==> config.mk <==
export PLATFORM = sky130hd
export DESIGN_NAME = bqe_muldiv
export DESIGN_NICKNAME = d
export VERILOG_FILES = /design/src/rtl/bqe_pkg.sv /design/src/rtl/bqe_muldiv.sv
export SDC_FILE = /design/constraint.sdc
export NUM_CORES = 1
export LEC_CHECK = 0
export BUFFER_PORTS_ARGS = -buffer_cell sky130_fd_sc_hd__buf_2
export CAP_MARGIN = 20
export CORE_MARGIN = 3
export CORE_UTILIZATION = 55
export CTS_CLUSTER_DIAMETER = 200
export DETAILED_ROUTE_END_ITERATION = 8
export HOLD_SLACK_MARGIN = 0.15
export MAX_ROUTING_LAYER = met4
export PLACE_DENSITY = 0.74
export REMOVE_ABC_BUFFERS = 1
export SLEW_MARGIN = 25
export SYNTH_ARGS = -nofsm -noshare
export SYNTH_HDL_FRONTEND = slang
export SYNTH_SLANG_ARGS = --single-unit
==> constraint.sdc <==
create_clock -name clk -period 9 [get_ports clk]
set_clock_uncertainty 0.15 [all_clocks]
set_input_delay 0.9 -clock clk [delete_from_list [all_inputs] [get_ports clk]]
set_output_delay 0.9 -clock clk [all_outputs]
set_load 0.005 [all_outputs]
==> src/rtl/bqe_pkg.sv <==
//------------------------------------------------------------------------------
// bqe_pkg
// Shared widths, register indexes, reset values, lane handshake structs and
// the state encodings of the quote engine.
//------------------------------------------------------------------------------
`timescale 1ns / 1ps

package bqe_pkg;

	localparam int FRAC_W    = 16;            // belief, Q0.16
	localparam int PRICE_W   = 24;            // prices in ticks
	localparam int MODE_W    = 2;
	localparam int WT_W      = FRAC_W + 1;    // weights S, W and complement Q
	localparam int PROD_W    = 2 * WT_W;      // weight * belief products, sums
	localparam int CFG_IDX_W = 3;
	localparam int CNT_W     = $clog2(PRICE_W);

	localparam logic [WT_W-1:0]       ONE_WT       = WT_W'(1) << FRAC_W;
	localparam logic [PROD_W-1:0]     DEN_TOTAL    = PROD_W'(1) << (2 * FRAC_W + 1);
	localparam logic [PRICE_W-1:0]    BELIEF_SCALE = PRICE_W'(1) << FRAC_W;
	localparam logic [FRAC_W-1:0]     BELIEF_MAX   = '1;
	localparam logic [2*FRAC_W-1:0]   DRIFT_RND    = (2 * FRAC_W)'(1) << (FRAC_W - 1);

	localparam logic [MODE_W-1:0] MODE_NONE = 2'd0;
	localparam logic [MODE_W-1:0] MODE_BUY  = 2'd1;
	localparam logic [MODE_W-1:0] MODE_SELL = 2'd2;

	localparam logic [CFG_IDX_W-1:0] REG_INFORMED_SHARE  = 3'd0;
	localparam logic [CFG_IDX_W-1:0] REG_VALUE_HIGH      = 3'd1;
	localparam logic [CFG_IDX_W-1:0] REG_VALUE_LOW       = 3'd2;
	localparam logic [CFG_IDX_W-1:0] REG_REVERSION_GAIN  = 3'd3;
	localparam logic [CFG_IDX_W-1:0] REG_LONG_RUN_BELIEF = 3'd4;
	localparam logic [CFG_IDX_W-1:0] REG_BELIEF_FLOOR    = 3'd5;
	localparam logic [CFG_IDX_W-1:0] REG_BELIEF_CEILING  = 3'd6;

	localparam logic [FRAC_W-1:0]  RST_INFORMED_SHARE  = 16'd55705;
	localparam logic [PRICE_W-1:0] RST_VALUE_HIGH      = 24'd12000;
	localparam logic [PRICE_W-1:0] RST_VALUE_LOW       = 24'd8000;
	localparam logic [FRAC_W-1:0]  RST_REVERSION_GAIN  = 16'd66;
	localparam logic [FRAC_W-1:0]  RST_LONG_RUN_BELIEF = 16'd32768;
	localparam logic [FRAC_W-1:0]  RST_BELIEF_FLOOR    = 16'd3277;
	localparam logic [FRAC_W-1:0]  RST_BELIEF_CEILING  = 16'd62259;
	localparam logic [FRAC_W-1:0]  RST_BELIEF          = 16'd32768;
	// quotes at belief one half with the reset register values
	localparam logic [PRICE_W-1:0] RST_ASK             = 24'd11700;
	localparam logic [PRICE_W-1:0] RST_BID             = 24'd8300;

	typedef struct packed {
		logic               start;
		logic [PROD_W-1:0]  x;
		logic [PROD_W-1:0]  den;
		logic [PRICE_W-1:0] m;
	} lane_req_t;

	typedef struct packed {
		logic               done;
		logic               den_zero;
		logic [PRICE_W-1:0] quot;
	} lane_rsp_t;

	typedef enum logic [2:0] {
		SQ_IDLE,
		SQ_MUL,
		SQ_LAUNCH,
		SQ_BEL,
		SQ_QUO,
		SQ_DRIFT,
		SQ_CLAMP,
		SQ_SEND
	} seq_state_t;

	typedef enum logic [1:0] {
		LN_IDLE,
		LN_RUN,
		LN_FIX
	} lane_state_t;

endpackage

==> src/rtl/bqe_muldiv.sv <==
//------------------------------------------------------------------------------
// bqe_muldiv
// Bit-serial fused multiply-divide: quot = floor((x * m + floor(den/2)) / den)
// for x <= den. One multiplier bit per cycle, MSB first, then a rounding step.
//------------------------------------------------------------------------------
`timescale 1ns / 1ps

module bqe_muldiv (
	input  logic                clk,
	input  logic                arst_n,
	input  bqe_pkg::lane_req_t  req,
	output bqe_pkg::lane_rsp_t  rsp
);
	import bqe_pkg::*;

	lane_state_t        state_q, state_d;
	logic [PROD_W-1:0]  x_q, den_q, rem_q;
	logic [PRICE_W-1:0] m_q, quot_q;
	logic [CNT_W-1:0]   cnt_q;
	logic               zero_q, done_q;
	logic               load, run, fix;

	logic [PROD_W:0]    acc, den2, sub1, sub2, round_sum;
	logic               ge1, ge2, round_up;
	logic [1:0]         qdig;

	// Horner step: 2R + bit*x stays below 3*den, so the digit is 0, 1 or 2
	always_comb begin
		acc       = {rem_q, 1'b0} + (m_q[PRICE_W-1] ? {1'b0, x_q} : '0);
		den2      = {den_q, 1'b0};
		sub1      = acc - {1'b0, den_q};
		sub2      = acc - den2;
		ge1       = acc >= {1'b0, den_q};
		ge2       = acc >= den2;
		qdig      = ge2 ? 2'd2 : (ge1 ? 2'd1 : 2'd0);
		round_sum = {1'b0, rem_q} + {2'b0, den_q[PROD_W-1:1]};
		round_up  = round_sum >= {1'b0, den_q};
	end

	always_comb begin
		state_d = state_q;
		case (state_q)
			LN_IDLE: begin
				if (req.start) state_d = LN_RUN;
			end
			LN_RUN: begin
				if (cnt_q == '0) state_d = LN_FIX;
			end
			LN_FIX: begin
				state_d = LN_IDLE;
			end
			default: begin
				state_d = LN_IDLE;
			end
		endcase
	end

	always_comb begin
		load = (state_q == LN_IDLE) && req.start;
		run  = (state_q == LN_RUN);
		fix  = (state_q == LN_FIX);
	end

	always_ff @(posedge clk or negedge arst_n) begin
		if (!arst_n) begin
			state_q <= LN_IDLE;
			done_q  <= 1'b0;
			cnt_q   <= '0;
		end else begin
			state_q <= state_d;
			done_q  <= fix;
			if (load)
				cnt_q <= CNT_W'(PRICE_W - 1);
			else if (run)
				cnt_q <= cnt_q - 1'b1;
		end
	end

	always_ff @(posedge clk) begin
		if (load) begin
			x_q    <= req.x;
			den_q  <= req.den;
			m_q    <= req.m;
			rem_q  <= '0;
			quot_q <= '0;
			zero_q <= (req.den == '0);
		end else if (run) begin
			m_q    <= {m_q[PRICE_W-2:0], 1'b0};
			rem_q  <= ge2 ? sub2[PROD_W-1:0] : (ge1 ? sub1[PROD_W-1:0] : acc[PROD_W-1:0]);
			quot_q <= {quot_q[PRICE_W-2:0], 1'b0} + PRICE_W'(qdig);
		end else if (fix) begin
			if (round_up) quot_q <= quot_q + 1'b1;
		end
	end

	always_comb begin
		rsp.done     = done_q;
		rsp.den_zero = zero_q;
		rsp.quot     = quot_q;
	end

	a_start_idle: assert property (@(posedge clk) disable iff (!arst_n)
		req.start |-> (state_q == LN_IDLE))
		else $error("muldiv: start while busy");

	a_rem_bound: assert property (@(posedge clk) disable iff (!arst_n)
		(run && !zero_q) |-> (rem_q < den_q))
		else $error("muldiv: partial remainder not below divisor");

	a_m_flushed: assert property (@(posedge clk) disable iff (!arst_n)
		fix |-> (m_q == '0))
		else $error("muldiv: multiplier bits left at rounding step");

endmodule

# ---- Word-level counts from Yosys, hierarchy flattened
# Index checks and enable logic that the tools add are counted.
dict set report totals {
  regBits 159
  input_bits 95
  word_cells 47
}
dict set report op_classes {
  add_sub_neg 7
  magnitude_cmp 3
  n_eq_ne 4
  n_mux 15
  reduce_logical 9
}
# cell count
set op_table {}
lappend op_table {{2-to-1 mux 24 bit} 5}
lappend op_table {{2-to-1 mux 34 bit} 3}
lappend op_table {{greater-or-equal comparator 35 x 34 -> 1 bit} 2}
lappend op_table {{subtractor 34 bit} 2}
lappend op_table {{adder 34 x 33 -> 35 bit} 1}
lappend op_table {{adder 35 x 34 -> 35 bit} 1}
lappend op_table {{greater-or-equal comparator 35 bit} 1}
lappend op_table {{zero test 34 bit} 1}
lappend op_table {{adder 24 x 1 -> 24 bit (second input constant)} 1}
lappend op_table {{adder 24 x 2 -> 24 bit} 1}
lappend op_table {{2-to-1 mux 5 bit} 2}
lappend op_table {{2-to-1 mux 2 bit} 3}
lappend op_table {{nonzero test 2 bit} 3}
lappend op_table {{zero test 5 bit} 1}
lappend op_table {{subtractor 5 x 1 -> 5 bit (second input constant)} 1}
lappend op_table {{one-hot mux 2 bit (2 select lines)} 1}
lappend op_table {{AND reduction 2 bit} 2}
lappend op_table {{equality test 2 x 1 -> 1 bit (second input constant)} 1}
lappend op_table {{equality test 2 bit (second input constant)} 1}
lappend op_table {{zero test 2 bit} 1}
lappend op_table {{inequality test 2 x 1 -> 1 bit (second input constant)} 1}
lappend op_table {{inequality test 2 bit (second input constant)} 1}
lappend op_table {{logical AND 1 bit} 1}
lappend op_table {{2-to-1 mux 1 bit} 1}

# ---- Logic depth before layout (Yosys ltp)
dict set report logic_depth {
  ltp_word 7
  depth_mapped 32
}

# ---- Worst setup path after synthesis
# No wires, ideal clock.
dict set report synth_timing {
  path_type {register to register}
  from {reg m_q[23]}
  to {reg quot_q[22]}
  t_arrival_ps 6316
  required_ps 8728
  slack_ps 2411
  path_stages_with_launch 30
  path_buffers 4
  period_less_slack_ps 6589
  cell_sequence {edfxtp_1 -> clkbuf_1 -> and2_1 -> ha_1 -> o21ai_0 -> o21ai_1 -> a2111oi_4 -> nor2_1 -> a2111oi_2 -> o41ai_2 -> o31ai_1 -> xnor2_1 -> ha_1 -> clkbuf_1 -> nand3_1 -> or3_1 -> a31o_2 -> inv_2 -> clkbuf_1 -> ha_1 -> nand3_1 -> or3_1 -> clkbuf_1 -> nor3_1 -> nand3_1 -> nor2_1 -> nand2_1 -> xnor2_1 -> nor3b_1 -> nor3_1}
}
dict set report synth_between {
  elab_chain_len 7
  elab_cells_between_ends 8
  cone_classes {add/sub: 2; order compare: 2; mux: 4}
}
# element line
set synth_lines {}
lappend synth_lines {{start: declaration} bqe_muldiv.sv:18} ;# logic [PRICE_W-1:0] m_q, quot_q;
lappend synth_lines {{start signal: assignment} bqe_muldiv.sv:83} ;# m_q <= req.m;
lappend synth_lines {{start signal: assignment} bqe_muldiv.sv:88} ;# m_q <= {m_q[PRICE_W-2:0], 1'b0};
lappend synth_lines {{2-to-1 mux 34 bit *} bqe_muldiv.sv:29} ;# acc = {rem_q, 1'b0} + (m_q[PRICE_W-1] ? {1'b0, x_q} : '0);
lappend synth_lines {{adder 35 x 34 -> 35 bit *} bqe_muldiv.sv:29}
lappend synth_lines {{greater-or-equal comparator 35 x 34 -> 1 bit} bqe_muldiv.sv:33} ;# ge1 = acc >= {1'b0, den_q};
lappend synth_lines {{2-to-1 mux 1 bit} bqe_muldiv.sv:35} ;# qdig = ge2 ? 2'd2 : (ge1 ? 2'd1 : 2'd0);
lappend synth_lines {{2-to-1 mux 2 bit *} bqe_muldiv.sv:35}
lappend synth_lines {{adder 24 x 2 -> 24 bit *} bqe_muldiv.sv:90} ;# quot_q <= {quot_q[PRICE_W-2:0], 1'b0} + PRICE_W'(qdig);
lappend synth_lines {{2-to-1 mux 24 bit *} bqe_muldiv.sv:87} ;# end else if (run) begin
lappend synth_lines {{end signal: assignment} bqe_muldiv.sv:90}
lappend synth_lines {{end signal: assignment} bqe_muldiv.sv:92} ;# if (round_up) quot_q <= quot_q + 1'b1;
lappend synth_lines {{end: declaration} bqe_muldiv.sv:18}
# Every way passes the cells marked *; elsewhere a longest branch is shown, timed or not.
# A chain may end at the register's enable or synchronous reset.

# ---- Worst setup path after layout
# Same ends and word-level chain as after synthesis.

==> flow_summary.rst <==
.. list-table::
   :header-rows: 1

   * - Metric
     - Value
   * - Path type of the worst setup path
     - register to register
   * - Die Y-Extent
     - 173 um
   * - Post-layout utilization of the core
     - 61.9%
   * - DR DRC count
     - 0
   * - Overflow left after global routing
     - 0
   * - Distinct cell type count of the synthesized netlist
     - 88
   * - Dominant register cell in the synthesized netlist
     - sky130_fd_sc_hd__edfxtp_1
   * - Initial standard-cell utilization of the core
     - about 56%
   * - Min-Delay Path Depth
     - 1
   * - Number of antenna violations at the first check in global routing
     - 1
   * - Average detailed-routed wire length per instance
     - 20.8 um
   * - Half-perimeter wire length of the detailed placement result
     - 36800 um
   * - First-pass GRT wire length
     - 75200 um
   * - Total number of vias
     - 14300
   * - Worst EP required
     - 9.18 ns
   * - Number of enable flip-flop cells after synthesis
     - 93
   * - Count of warnings emitted by yosys
     - 0
   * - CP Max Fanout
     - 18
   * - Reg-to-reg critical path endpoint
     - quot_q[22]$_SDFFE_PP0P_
   * - Largest buffer count on any clock path
     - 2
   * - Area growth from synthesis to layout
     - 9.61%
   * - Num ports
     - 121
   * - Measured slew at the worst slew-check pin
     - 1.08 ns
   * - Arrival @ worst endpoint
     - 7.73 ns
   * - Crit path launch type
     - register
   * - Number of buffers inserted by port buffering
     - 120
   * - Number of H-tree branching levels
     - 4
   * - Maximum number of pins on one net before global-route repair
     - 77
   * - Post-synthesis average cell area
     - 8.38 sq um
   * - Outcome
     - complete, no violations
   * - Total clock sinks
     - 159
   * - Critical path's most frequent cell
     - sky130_fd_sc_hd__ha_1
   * - Share of the cycle needed by the critical path after routing
     - 83.9%
   * - Vias per cell
     - 6.22
   * - Number of global-route vias before repair
     - between 10000 and 15000
   * - Clock tree from TritonCTS
     - yes
   * - Time the final worst path needs with I/O delays and setup
     - 7.55 ns
   * - Routability congestion estimate from global placement
     - slightly above 1
   * - Summed instance area of the synthesized netlist
     - 15300 sq um
   * - Number of failing setup endpoints in the final timing report
     - 0
   * - TritonCTS buffer count
     - 17
   * - Cell chosen for the clock root
     - sky130_fd_sc_hd__clkbuf_16
   * - # fillers
     - approximately 2500
   * - Setup_tns
     - 0 ns
   * - Share of the yosys chip area belonging to registers
     - 27.1%
   * - Max Clk Rate
     - approximately 130 MHz
   * - Placement Rows
     - 60
   * - Worst-case hold path end point
     - rem_q[10]$_SDFFE_PP0P_
   * - Worst stage delay on the critical path
     - 0.70 ns
   * - Die width
     - 173 um
   * - Depth of the worst register-to-register path
     - 29
   * - HP Class
     - register to register
   * - Reg2reg start
     - m_q[23]$_DFFE_PP_
   * - Worst hold path startpoint
     - rem_q[10]$_SDFFE_PP0P_
   * - Number of slew-limit violations in the final report
     - 0
   * - Detailed Route Iter0 Violations
     - 1259
   * - First-pass iteration count of the detailed router
     - 5
   * - Number of synthesized register bits
     - 159
   * - Count of maximum capacitance violations
     - 0
   * - Final hold viol count
     - 0
   * - Proportion of layout cells with a drive suffix above 1
     - 11.1%
   * - Worst-path cell with the longest stage delay
     - sky130_fd_sc_hd__edfxtp_1
   * - Instance count of the mapped netlist
     - 1830
   * - Tightest slew margin relative to the limit
     - a little over a quarter
   * - Wire length after detailed routing
     - about 48000 um
   * - Overall routing resource usage
     - 32.1%
   * - Detail Route Antenna Nets
     - 0
   * - Setup repair after global routing missed its margin
     - no
   * - Final Net Count
     - 2192
   * - Crit. End Element
     - register
   * - Floorplan die area
     - about 30000 sq um
   * - Clock transition at path regs
     - 0.08 ns
   * - Share of async-settable or async-resettable flops after synthesis
     - 5.03%
   * - Reg-to-reg slack, setup
     - between 1 and 1.5 ns
   * - Setup fix buffers added after clock tree synthesis
     - 0
   * - Resized cells post-CTS
     - 0
   * - Floorplan Core Area
     - 27200 sq um
   * - Clock latency at the later pin of the worst-skew pair
     - ~0.45 ns
   * - Number of hold-repair buffers added at the cts stage
     - 1
[cell usage after synthesis (23+ instances only)]
cell type                    n  area share [%]
sky130_fd_sc_hd__o21ai_0   100             3.3
sky130_fd_sc_hd__xnor2_1    91             5.2
sky130_fd_sc_hd__dfxtp_1    58             7.6
sky130_fd_sc_hd__nand3_1    55             1.8
sky130_fd_sc_hd__o21bai_1   24             1.2
sky130_fd_sc_hd__xor2_1     47             2.7
sky130_fd_sc_hd__edfxtp_1   93              18
sky130_fd_sc_hd__nor2_1    123             3.0
sky130_fd_sc_hd__inv_1      76             1.9
sky130_fd_sc_hd__nor3_1     23            0.75
sky130_fd_sc_hd__a21o_1     75             3.7
sky130_fd_sc_hd__clkbuf_1   50             1.2
sky130_fd_sc_hd__nand4_1    29             1.2
sky130_fd_sc_hd__nand2b_1   23            0.94
sky130_fd_sc_hd__a21oi_1   169             5.5
sky130_fd_sc_hd__mux2i_1    27             1.8
sky130_fd_sc_hd__ha_1      178              15
sky130_fd_sc_hd__and2_1     45             1.8
sky130_fd_sc_hd__nand2_1   206             5.0
[registers in the layout, indices dropped and copies added (netlist names)]
name	cells
state_q	2
x_q	34
m_q	24
den_q	34
quot_q	24
zero_q	1
rem_q	34
done_q	1
cnt_q	5
[worst max path at each step]
stage | start | end | depth (start not counted)
global placement | m_q[23]$_DFFE_PP_ | quot_q[22]$_SDFFE_PP0P_ | 29
detailed placement | m_q[23]$_DFFE_PP_ | quot_q[22]$_SDFFE_PP0P_ | 29
finish | m_q[23]$_DFFE_PP_ | quot_q[22]$_SDFFE_PP0P_ | 29
global route | m_q[23]$_DFFE_PP_ | quot_q[22]$_SDFFE_PP0P_ | 29
CTS | m_q[23]$_DFFE_PP_ | quot_q[22]$_SDFFE_PP0P_ | 29
floorplan | m_q[23]$_DFFE_PP_ | quot_q[20]$_SDFFE_PP0P_ | 28
[layout by cell type, fill, tap and decap left out, types with 58 or more instances in the layout]
master                     netlist  layout
sky130_fd_sc_hd__inv_1          76      75
sky130_fd_sc_hd__ha_1          178     177
sky130_fd_sc_hd__a21o_1         75      75
sky130_fd_sc_hd__edfxtp_1       93      93
sky130_fd_sc_hd__xnor2_1        91      91
sky130_fd_sc_hd__nand2_1       206     205
sky130_fd_sc_hd__nor2_1        123     123
sky130_fd_sc_hd__o21ai_0       100     100
sky130_fd_sc_hd__buf_2           6     120
sky130_fd_sc_hd__a21oi_1       169     169
sky130_fd_sc_hd__dfxtp_1        58      58
[kinds of logic after synthesis]
kind of cell	after synthesis	synth area share, %
AND/OR/NAND/NOR	622	20.1
AO/OA/AOI/OAI	543	23.2
adder cells (fa/ha/maj)	182	15.0
flip-flops	159	27.1
buffers and inverters	147	3.97
XOR/XNOR	139	7.99
multiplexers	38	2.59
[per-layer routing]
| layer | GRT usage, % | part of all wire (%) | up-vias |
|---|---|---|---|
| li1 | - | - | 6920 |
| met1 | 41.4 | 44 | 6722 |
| met2 | 51.1 | 46 | 569 |
| met3 | 5.01 | 6.7 | 102 |
| met4 | 12.2 | 3.4 | 0 |
| met5 | - | 0 | - |
[final cells by class]
| type | instances | area (sq um) | share of cell area, % |
|---|---|---|---|
| flip-flops and latches | 159 | 4150 | 24.7 |
| diodes | 1 | 2.50 | 0.0149 |
| inverters | 78 | 295 | 1.76 |
| well taps | 372 | 465 | 2.77 |
| multi-input cells | 1524 | 10600 | 63.0 |
| clock buffers | 17 | 425 | 2.53 |
| repair buffers | 135 | 716 | 4.26 |
| clock inverters | 15 | 165 | 0.982 |
[metrics by stage]
stage          area (sq um)  instances  worst slack, ns  hold slack (ns)
2_1_floorplan         15000       1761             2.13            0.298
3_5_place_dp          16200       2267             1.57            0.348
3_3_place_gp          16200       2267             1.74            0.341
5_1_grt               16800       2301            0.908            0.388
4_1_cts               16800       2300             1.53            0.366
6_report              16800       2301             1.45            0.366
[worst max-delay path, delay by kind of cell (launching register included)]
family	cells	cell delay (ns)
AOI/OAI and AO/OA	7	1.74
DFF	1	0.70
buffers and inverters	3	0.32
muxes	1	0.17
xor gates and xnor gates	1	0.13
adders and majority gates	4	1.14
and+or+nand+nor	13	3.08
Power is not shown: default switching activity piles up to over one toggle a cycle in this logic, so the estimate is an artifact.
